### config.mk
export PLATFORM = sky130hd
export DESIGN_NAME = timed_watering_relay_controller
export DESIGN_NICKNAME = d
export VERILOG_FILES = /design/src/hw/rtl/twrc_pkg.sv /design/src/hw/rtl/twrc_in_stage.sv /design/src/hw/rtl/twrc_core.sv /design/src/hw/rtl/timed_watering_relay_controller.sv
export SDC_FILE = /design/constraint.sdc
export NUM_CORES = 1
export LEC_CHECK = 0
export ABC_AREA = 1
export BUFFER_PORTS_ARGS = -buffer_cell sky130_fd_sc_hd__buf_2
export CELL_PAD_IN_SITES_DETAIL_PLACEMENT = 0
export CELL_PAD_IN_SITES_GLOBAL_PLACEMENT = 1
export CORE_UTILIZATION = 47
export DETAILED_ROUTE_END_ITERATION = 8
export GPL_ROUTABILITY_DRIVEN = 0
export GPL_TIMING_DRIVEN = 1
export PLACE_DENSITY_LB_ADDON = 0.1
export SYNTH_ARGS = -nofsm -noshare
export SYNTH_HDL_FRONTEND = slang
export SYNTH_SLANG_ARGS = --single-unit
### constraint.sdc
create_clock -name clk -period 9.5 [get_ports clk]
set_input_delay 0.95 -clock clk [delete_from_list [all_inputs] [get_ports clk]]
set_output_delay 0.95 -clock clk [all_outputs]
set_load 0.03 [all_outputs]
### src/hw/rtl/twrc_pkg.sv
// ----------------------------------------------------------------------------
// twrc_pkg
// Types and constants shared by the timed watering relay controller.
// ----------------------------------------------------------------------------
package twrc_pkg;

    localparam int unsigned TIME_W  = 32;
    localparam int unsigned HTIME_W = 15;
    localparam int unsigned MOIST_W = 7;
    localparam int unsigned STAT_W  = 2;

    localparam logic [TIME_W-1:0]  RESYNC_MS   = 32'd30000;
    localparam logic [TIME_W-1:0]  OVERRUN_MS  = 32'd500;
    localparam logic [TIME_W-1:0]  RESTART_MS  = 32'd2000;
    localparam logic [MOIST_W-1:0] MOIST_LIMIT = 7'd90;
    localparam logic [HTIME_W-1:0] HTIME_RESET = 15'd5000;

    localparam logic OP_TICK    = 1'b0;
    localparam logic OP_REQUEST = 1'b1;

    localparam logic [STAT_W-1:0] STATUS_LOCKED   = 2'd0;
    localparam logic [STAT_W-1:0] STATUS_FINISHED = 2'd1;
    localparam logic [STAT_W-1:0] STATUS_RUNNING  = 2'd2;
    localparam logic [STAT_W-1:0] STATUS_TICK     = 2'd3;

    typedef struct packed {
        logic               opcode;
        logic [TIME_W-1:0]  now_ms;
        logic               sensor_present;
        logic               sensor_disconnected;
        logic               sensor_error;
        logic               sensor_stabilized;
        logic [MOIST_W-1:0] moisture_percent;
    } item_t;

    typedef struct packed {
        logic              relay_on;
        logic [STAT_W-1:0] status;
        logic              locked;
    } result_t;

endpackage

### src/hw/rtl/twrc_in_stage.sv
// ----------------------------------------------------------------------------
// twrc_in_stage
// Input register: captures one beat and holds it until the core takes it.
// ----------------------------------------------------------------------------
module twrc_in_stage
    import twrc_pkg::*;
(
    input  logic  clk,
    input  logic  rst_n,
    input  logic  in_valid,
    output logic  in_stall,
    input  item_t item_in,
    input  logic  advance,
    output logic  item_valid,
    output item_t item_out
);

    logic  valid_reg;
    logic  valid_next;
    item_t item_reg;
    logic  load;

    // A held beat blocks new input only while the core cannot consume it.
    assign in_stall   = valid_reg && !advance;
    assign load       = !in_stall;
    assign valid_next = load ? in_valid : valid_reg;

    always_ff @(posedge clk or negedge rst_n)
    begin
        if (!rst_n)
        begin
            valid_reg <= 1'b0;
        end
        else
        begin
            valid_reg <= valid_next;
        end
    end

    always_ff @(posedge clk)
    begin
        if (load && in_valid)
        begin
            item_reg <= item_in;
        end
    end

    assign item_valid = valid_reg;
    assign item_out   = item_reg;

endmodule

### src/hw/rtl/twrc_core.sv
// ----------------------------------------------------------------------------
// twrc_core
// Controller state and the single-pass update for one tick or request.
// ----------------------------------------------------------------------------
module twrc_core
    import twrc_pkg::*;
(
    input  logic               clk,
    input  logic               rst_n,
    input  logic               enable,
    input  item_t              item,
    input  logic [HTIME_W-1:0] htime,
    output result_t            result
);

    logic              hydrating_reg, hydrating_next;
    logic              requested_reg, requested_next;
    logic              lock_reg, lock_next;
    logic              relay_reg, relay_next;
    logic [TIME_W-1:0] start_reg, start_next;

    logic              err;
    logic              disc;
    logic [TIME_W-1:0] t_ext;
    logic [TIME_W-1:0] diff0;
    logic              resync;
    logic [TIME_W-1:0] diff1;
    logic [TIME_W-1:0] start1;
    logic              restart;
    logic [TIME_W-1:0] elapsed;
    logic [STAT_W-1:0] status;

    assign err   = item.sensor_present && item.sensor_error;
    assign disc  = item.sensor_present && item.sensor_disconnected;
    assign t_ext = {{(TIME_W-HTIME_W){1'b0}}, htime};

    // Elapsed time after the long-idle resync and after the restart resync.
    assign diff0   = item.now_ms - start_reg;
    assign resync  = diff0 > RESYNC_MS;
    assign diff1   = resync ? '0 : diff0;
    assign start1  = resync ? item.now_ms : start_reg;
    assign restart = diff1 > (t_ext + RESTART_MS);
    assign elapsed = restart ? '0 : diff1;

    always_comb
    begin
        hydrating_next = hydrating_reg;
        requested_next = requested_reg;
        lock_next      = lock_reg;
        relay_next     = relay_reg;
        start_next     = start_reg;
        status         = STATUS_TICK;
        if (item.opcode == OP_REQUEST)
        begin
            if (lock_reg || err)
            begin
                relay_next = 1'b0;
                status     = STATUS_LOCKED;
            end
            else if (requested_reg && !hydrating_reg)
            begin
                requested_next = 1'b0;
                status         = STATUS_FINISHED;
            end
            else
            begin
                requested_next = 1'b1;
                status         = STATUS_RUNNING;
            end
        end
        else
        begin
            if (lock_reg)
            begin
                relay_next = 1'b0;
            end
            else if (disc)
            begin
                relay_next = relay_reg;
            end
            else if (err)
            begin
                hydrating_next = 1'b0;
                requested_next = 1'b0;
                relay_next     = 1'b0;
            end
            else
            begin
                start_next = start1;
                if ((diff1 > (t_ext + OVERRUN_MS)) && hydrating_reg)
                begin
                    hydrating_next = 1'b0;
                    lock_next      = 1'b1;
                    relay_next     = 1'b0;
                end
                else if (requested_reg)
                begin
                    start_next = restart ? item.now_ms : start1;
                    if ((elapsed < t_ext) && !hydrating_reg)
                    begin
                        hydrating_next = 1'b1;
                        start_next     = item.now_ms;
                        if (item.sensor_present && item.sensor_stabilized)
                        begin
                            relay_next = item.moisture_percent < MOIST_LIMIT;
                        end
                        else
                        begin
                            relay_next = 1'b1;
                        end
                    end
                    else if ((elapsed > t_ext) && hydrating_reg)
                    begin
                        hydrating_next = 1'b0;
                        relay_next     = 1'b0;
                    end
                end
            end
        end
    end

    always_ff @(posedge clk or negedge rst_n)
    begin
        if (!rst_n)
        begin
            hydrating_reg <= 1'b0;
            requested_reg <= 1'b0;
            lock_reg      <= 1'b0;
            relay_reg     <= 1'b0;
            start_reg     <= '0;
        end
        else if (enable)
        begin
            hydrating_reg <= hydrating_next;
            requested_reg <= requested_next;
            lock_reg      <= lock_next;
            relay_reg     <= relay_next;
            start_reg     <= start_next;
        end
    end

    assign result.relay_on = relay_next;
    assign result.status   = status;
    assign result.locked   = lock_next;

endmodule

### src/hw/rtl/timed_watering_relay_controller.sv
// Path: an accepted beat is captured by the input register and then by the
// result register, from which its result beat is taken when the output is
// not stalled.
// Throughput: one item per cycle while the output is not stalled; the whole
// update is one combinational pass through the 32-bit elapsed-time subtract and compares.
// Reset (rst_n low, asynchronous) clears all flags, the start timestamp and the
// relay, and loads a run length of 5000 ms.
// ----------------------------------------------------------------------------
// timed_watering_relay_controller
// Pump relay controller for timed watering runs with an overrun lock.
// ----------------------------------------------------------------------------
module timed_watering_relay_controller
    import twrc_pkg::*;
(
    input  logic               clk,
    input  logic               rst_n,
    input  logic               cfg_valid,
    output logic               cfg_ready,
    input  logic [HTIME_W-1:0] hydrate_time_ms,
    input  logic               in_valid,
    output logic               in_stall,
    input  logic               opcode,
    input  logic [TIME_W-1:0]  now_ms,
    input  logic               sensor_present,
    input  logic               sensor_disconnected,
    input  logic               sensor_error,
    input  logic               sensor_stabilized,
    input  logic [MOIST_W-1:0] moisture_percent,
    output logic               out_valid,
    input  logic               out_stall,
    output logic               relay_on,
    output logic [STAT_W-1:0]  status,
    output logic               locked
);

    logic [HTIME_W-1:0] htime_reg;
    item_t              item_in;
    item_t              item;
    logic               item_valid;
    logic               advance;
    result_t            result;
    result_t            result_reg;
    logic               out_valid_reg;

    assign cfg_ready = 1'b1;

    always_ff @(posedge clk or negedge rst_n)
    begin
        if (!rst_n)
        begin
            htime_reg <= HTIME_RESET;
        end
        else if (cfg_valid && cfg_ready)
        begin
            htime_reg <= hydrate_time_ms;
        end
    end

    assign item_in.opcode              = opcode;
    assign item_in.now_ms              = now_ms;
    assign item_in.sensor_present      = sensor_present;
    assign item_in.sensor_disconnected = sensor_disconnected;
    assign item_in.sensor_error        = sensor_error;
    assign item_in.sensor_stabilized   = sensor_stabilized;
    assign item_in.moisture_percent    = moisture_percent;

    // The result register can take a new beat when empty or being drained.
    assign advance = !out_valid_reg || !out_stall;

    twrc_in_stage u_in_stage (
        .clk        (clk),
        .rst_n      (rst_n),
        .in_valid   (in_valid),
        .in_stall   (in_stall),
        .item_in    (item_in),
        .advance    (advance),
        .item_valid (item_valid),
        .item_out   (item)
    );

    twrc_core u_core (
        .clk    (clk),
        .rst_n  (rst_n),
        .enable (item_valid && advance),
        .item   (item),
        .htime  (htime_reg),
        .result (result)
    );

    always_ff @(posedge clk or negedge rst_n)
    begin
        if (!rst_n)
        begin
            out_valid_reg <= 1'b0;
        end
        else if (advance)
        begin
            out_valid_reg <= item_valid;
        end
    end

    always_ff @(posedge clk)
    begin
        if (advance && item_valid)
        begin
            result_reg <= result;
        end
    end

    assign out_valid = out_valid_reg;
    assign relay_on  = result_reg.relay_on;
    assign status    = result_reg.status;
    assign locked    = result_reg.locked;

endmodule

[Word level (Yosys, flattened, before mapping)]
Index checks and enable logic that the tools add are counted.
Word-level totals
  output and inout port bits: 7
  logic and storage cells: 92
  flip-flop bits (word level): 101
  input port bits: 64
Cells by class
  reduce and logical (&&, ||, !) cells: 23
  bitwise logic cells: 4
  multiplexer cells: 35
  equal/unequal tests: 3
  add/subtract/negate cells: 3
  magnitude comparators: 6
Operator list (count)
  two-way mux 32 bit: 7
  greater-than comparator 32 bit: 2
  greater-than comparator 32 x 15 -> 1 bit: 1
  greater-than comparator 32 x 15 -> 1 bit (second input constant): 1
  less-than comparator 32 x 15 -> 1 bit: 1
  subtractor 32 bit: 1
  two-way mux 1 bit: 26
  adder 15 x 11 -> 16 bit (second input constant): 1
  adder 15 x 9 -> 16 bit (second input constant): 1
  logical AND 1 bit: 10
  AND reduction 5 bit: 2
  less-than comparator 7 bit (second input constant): 1
  inequality test 2 bit (second input constant): 3
  AND reduction 6 bit: 1
  logical NOT 1 bit: 5
  two-way mux 2 bit: 2
  inverter 1 bit: 4
  nonzero test 4 bit: 1
  nonzero test 3 bit: 1
  logical OR 1 bit: 2
  nonzero test 2 bit: 1

[Longest topological paths before layout]
  depth after elaboration: 15
  depth in mapped cells: 51
  gate-level depth less buffers: 47

[By module]
A second synthesis with hierarchy kept.
Second synthesis, totals
  cell total of the unflattened synthesis: 1309
  area, all modules: 8729.6 µm²
By module, submodules not included
  twrc_core: cells an instance 1183, times used 1, area each 6563.8 µm², seq. area each 900.9 µm²
  twrc_in_stage: cells an instance 51, times used 1, area each 1378.8 µm², seq. area each 1346.3 µm²
  timed_watering_relay_controller: cells an instance 75, times used 1, area each 787.0 µm², seq. area each 526.8 µm²

[Worst setup path before layout]
No wires, ideal clock.
  path type: reg-to-reg
  start point: reg u_core.start_reg[0]
  end point: reg u_core.start_reg[14]
  path buffers: 5
  clock period less this slack: 6074 ps
  library setup time: 130 ps
  stages on the path, launching flop included: 46
  arrival: 5944 ps
  path slack: 3426 ps
  data required time: 9370 ps
  cells stage by stage: dfrtp_1 > ha_1 > fa_1 > inv_1 > nand3_1 > nand3_1 > nand2_1 > nand2_1 > xor2_1 > nand2_1 > nand2_1 > nand2_1 > nand2_1 > nand2_1 > nand2_1 > nor2_2 > nand2_1 > clkbuf_1 > [10 not listed] > nand2_2 > inv_1 > clkbuf_1 > nor3_1 > ha_1 > a21oi_1 > o221ai_1 > nand2_1 > o311ai_0 > nor2_1 > inv_1 > nand2_2 > inv_2 > nor2_8 > buf_4 > nand2_1 > nand3_1 > o21ai_1
Between the ends
  cells in the longest elaborated chain, start to end: 10
  elaborated cells on any way between the ends: 14
  those cells by class: 1 x add/sub; 4 x order compare; 7 x mux; 2 x reduce/logical
Ends and longest elaborated chain
  start, declared: RTL line twrc_core.sv:20  | logic [TIME_W-1:0] start_reg, start_next;
  start signal, assigned: RTL line twrc_core.sv:138  | start_reg <= start_next;
  subtractor 32 bit *: RTL line twrc_core.sv:38  | assign diff0 = item.now_ms - start_reg;
  greater-than comparator 32 x 15 -> 1 bit: RTL line twrc_core.sv:39  | assign resync = diff0 > RESYNC_MS;
  two-way mux 32 bit: RTL line twrc_core.sv:40  | assign diff1 = resync ? '0 : diff0;
  greater-than comparator 32 bit: RTL line twrc_core.sv:42  | assign restart = diff1 > (t_ext + RESTART_MS);
  two-way mux 32 bit: RTL line twrc_core.sv:43  | assign elapsed = restart ? '0 : diff1;
  less-than comparator 32 x 15 -> 1 bit: RTL line twrc_core.sv:99  | if ((elapsed < t_ext) && !hydrating_reg)
  logical AND 1 bit: RTL line twrc_core.sv:99
  two-way mux 32 bit: RTL line twrc_core.sv:99
  two-way mux 32 bit: RTL line twrc_core.sv:96  | else if (requested_reg)
  two-way mux 32 bit *: RTL line twrc_core.sv:90  | if ((diff1 > (t_ext + OVERRUN_MS)) && hydrating_reg)
Mark *: on every way between the ends. The rest lies on a longest branch, timed or not.
A chain may end at the register's enable or synchronous reset.

[Worst setup path after layout]
  start point: reg u_core.start_reg[0]
  end point: reg u_core.start_reg[8]
The elaborated chain is that of the path after synthesis.

==> impl_results.md <==
* Max IR drop VDD at ~86 uV
* Unrepaired setup endpoints after global routing: no
* F_max at 0.130 GHz
* Avg Vias per Cell at approximately 5
* Site Rows at between 40 and 50
* Clock Sinks at 100
* Worst Path Required at ~9.8 ns
* Share of cells above drive strength 1 at 0.0808
* Sw Ratio at 0.301
* P_int at 734 uW
* Setup TNS at 0 ns
* Antenna violations before repair at 0
* YS warnings at 0
* Commonest non-fill, non-tap cell in the layout: nand2_1
* Clk slew on worst S/H paths at 0.07 ns
* Worst slew pin tran at about 1.1 ns
* Worst skew pair latency at approximately 0.36 ns
* Worst EP arrival at between 7 and 8 ns
* Synth Instances at around 1,300
* Most frequent cells in the layout: nand2_1, inv_1, nor2_1
* Final cycle utilization of the critical path at 0.809
* Placed wire-length estimate at approximately 18,000 um
* Via count at 7,995
* Hold Crit Class: flip-flop to flip-flop
* Worst setup EP type: flip-flop
* Yosys reg bits at 100
* Clk root buf: clkbuf_16
* First-pass GRT wire length at about 36,000 um
* Net Sw Power at approximately 320 uW
* Slowest stage delay, CP at 0.44 ns
* Worst hold margin at between 0.4 and 0.5 ns
* Final setup viols at 0
* Crit start category: flip-flop
* Combinational fraction of design power at 0.174
* Largest net degree at the start of global routing at 63
* Max reg flops at 43
* Initial Utilization at 0.478
* Register area share after synthesis at 0.319
* Cell mode on critical path: nand2_1
* Hold Violations, Final at 0
* Routed Antenna Nets at 0
* I/O Pins at 71
* Final Critical Period at just under 8 ns
* Initial DRT Pass Iterations at 7
* Final wirelength at ~22,000 um
* Chip height at about 140 um
* H-tree depth at 3
* Global router's overall resource usage at 0.247
* Post-CTS setup repair buffer count at 0
* Total gr overflow at 0
* Power share of the sequential group at 0.474
* Max cap viols at 0
* Leak pwr at ~5.1 nW
* Post-place setup slack at ~1.9 ns
* Overall power at ~1.1 mW
* Number of global-route vias before repair at between 7,000 and 8,000
* Cts hold-fix bufs at 0
* Antenna cells at 0
* Crit path launch: u_core.start_reg[0]
* DRC at 0
* Drt wl/cell at 14.0 um
* Mapped cell area at roughly 0.0086 mm2
* PostCTS Resize Cnt at 0
* IO buf count at between 60 and 70
* Pwr Density at 112 mW/mm2
* Clk network pwr share at 0.352
* Slowest cell on crit path: fa_1
* CTS Buf Count at 9
* Worst-path maximum fanout at 51
* Clock Tree Buf Depth at 2
* Max Clock Skew at 0.0151 ns
* Area Overhead vs Synth at 9.59%
* Initial DRC Count at around 420
* Synth cell types at 45
* Core area at around 0.018 mm2
* Status: complete, no violations
* R2R Path Start: u_core.start_reg[0]
* Fin nets at 1,486
* Critical path class: flip-flop to flip-flop
* CTS tree: built
* Die ar. at around 0.019 mm2
* Mean Syn Cell Area at about 6.7 um2
* Max-slew violations at 0
* Die X at 137 um
* Worst Slack Setup Final at 1.82 ns
* Hold Crit Start: u_in_stage.item_valid
* Relative slew margins at 0.263
-- layer usage --
layer  vias up  track usage  share of wire
li1       4207            -              -
met1      3605        0.373           0.52
met2       162        0.371           0.42
met3        21       0.0254          0.046
met4         0       0.0678          0.015
met5         -            0              0
-- kinds of logic after synthesis --
group                    Yosys count  share of synthesized area
AND/OR/NAND/NOR                  664                      0.320
buffers and inverters            258                      0.117
AO/OA/AOI/OAI                    154                     0.0971
flip-flops                       100                      0.319
adder cells (fa/ha/maj)           78                      0.114
XOR/XNOR                          30                     0.0306
other                              2                   0.000874
multiplexers                       1                    0.00131
-- synthesized netlist by cell type --
cell	n	area [um2]
or2_2	1	6.26
nand3_1	87	435
and2_1	2	12.5
o211ai_1	8	60.1
o21ai_1	18	90.1
o21a_1	2	15.0
nor3_1	23	115
nor2_8	1	20.0
nor3_2	2	20.0
o221ai_1	2	17.5
fa_1	1	20.0
dfrtp_1	48	1200
buf_6	2	22.5
clkinv_1	1	3.75
xor2_1	24	210
dfstp_2	5	131
edfxtp_1	47	1410
o311ai_0	1	8.76
a2111oi_0	1	8.76
inv_1	227	852
nand3b_1	5	37.5
buf_2	4	20.0
a21oi_1	40	200
o21bai_1	4	30.0
nand4_1	14	87.6
o31ai_1	2	15.0
and3_1	2	12.5
nor2_2	3	18.8
xnor2_1	6	52.6
o21ai_0	71	355
conb_1	2	7.51
clkbuf_1	17	63.8
nand2_2	3	18.8
nor4_1	1	6.26
a211oi_1	2	15.0
nand3_2	1	10.0
mux2_2	1	11.3
nand2_1	425	1600
ha_1	77	963
nor2_1	94	353
inv_4	1	6.26
a31oi_1	3	18.8
inv_2	2	7.51
buf_1	1	3.75
buf_4	3	22.5
-- power groups by stage --
stage	Combinational [mW]	Sequential, mW	Clock (mW)
2_1_floorplan	0.126	0.504	0
3_3_place_gp	0.180	0.507	0
3_5_place_dp	0.182	0.507	0
4_1_cts	0.183	0.498	0.382
5_1_grt	0.211	0.501	0.396
6_report	0.183	0.498	0.370
-- through the flow --
step                std cells  utilization  cell area, um2
CTS                      1578        0.524            9420
finish                   1578        0.524            9420
global route             1578        0.524            9420
floorplan                1288            -            8600
global placement         1562        0.508            9130
detailed placement       1562        0.508            9130
-- critical path, delay by kind of cell (launching register included) --
family                   cells  cell delay (ns)
flip-flops                   1             0.41
AO/OA/AOI/OAI                7             1.10
AND/OR/NAND/NOR             27             3.62
buffers and inverters        7             1.20
adder cells (fa/ha/maj)      4             1.22
-- final timing paths --
kind                                       end  slack (ns)  cells after the start
min in group asynchronous        htime_reg[10]        0.73                      2
max                        u_core.start_reg[8]        1.82                     45
min                                  out_valid        0.48                      2
max reg2reg                u_core.start_reg[8]        1.82                     45
max in group asynchronous  u_core.start_reg[8]        8.23                      2
min reg2reg                          out_valid        0.48                      2
-- cell type report --
cell class,count,area [um2]
well taps,229,287
clock buffers,10,239
multi-input cells,930,4850
inverters,231,870
clock inverters,6,55.1
fillers,1870,8540
flip-flops and latches,100,2740
repair buffers,72,370
Power figures use the tool's default switching activity.
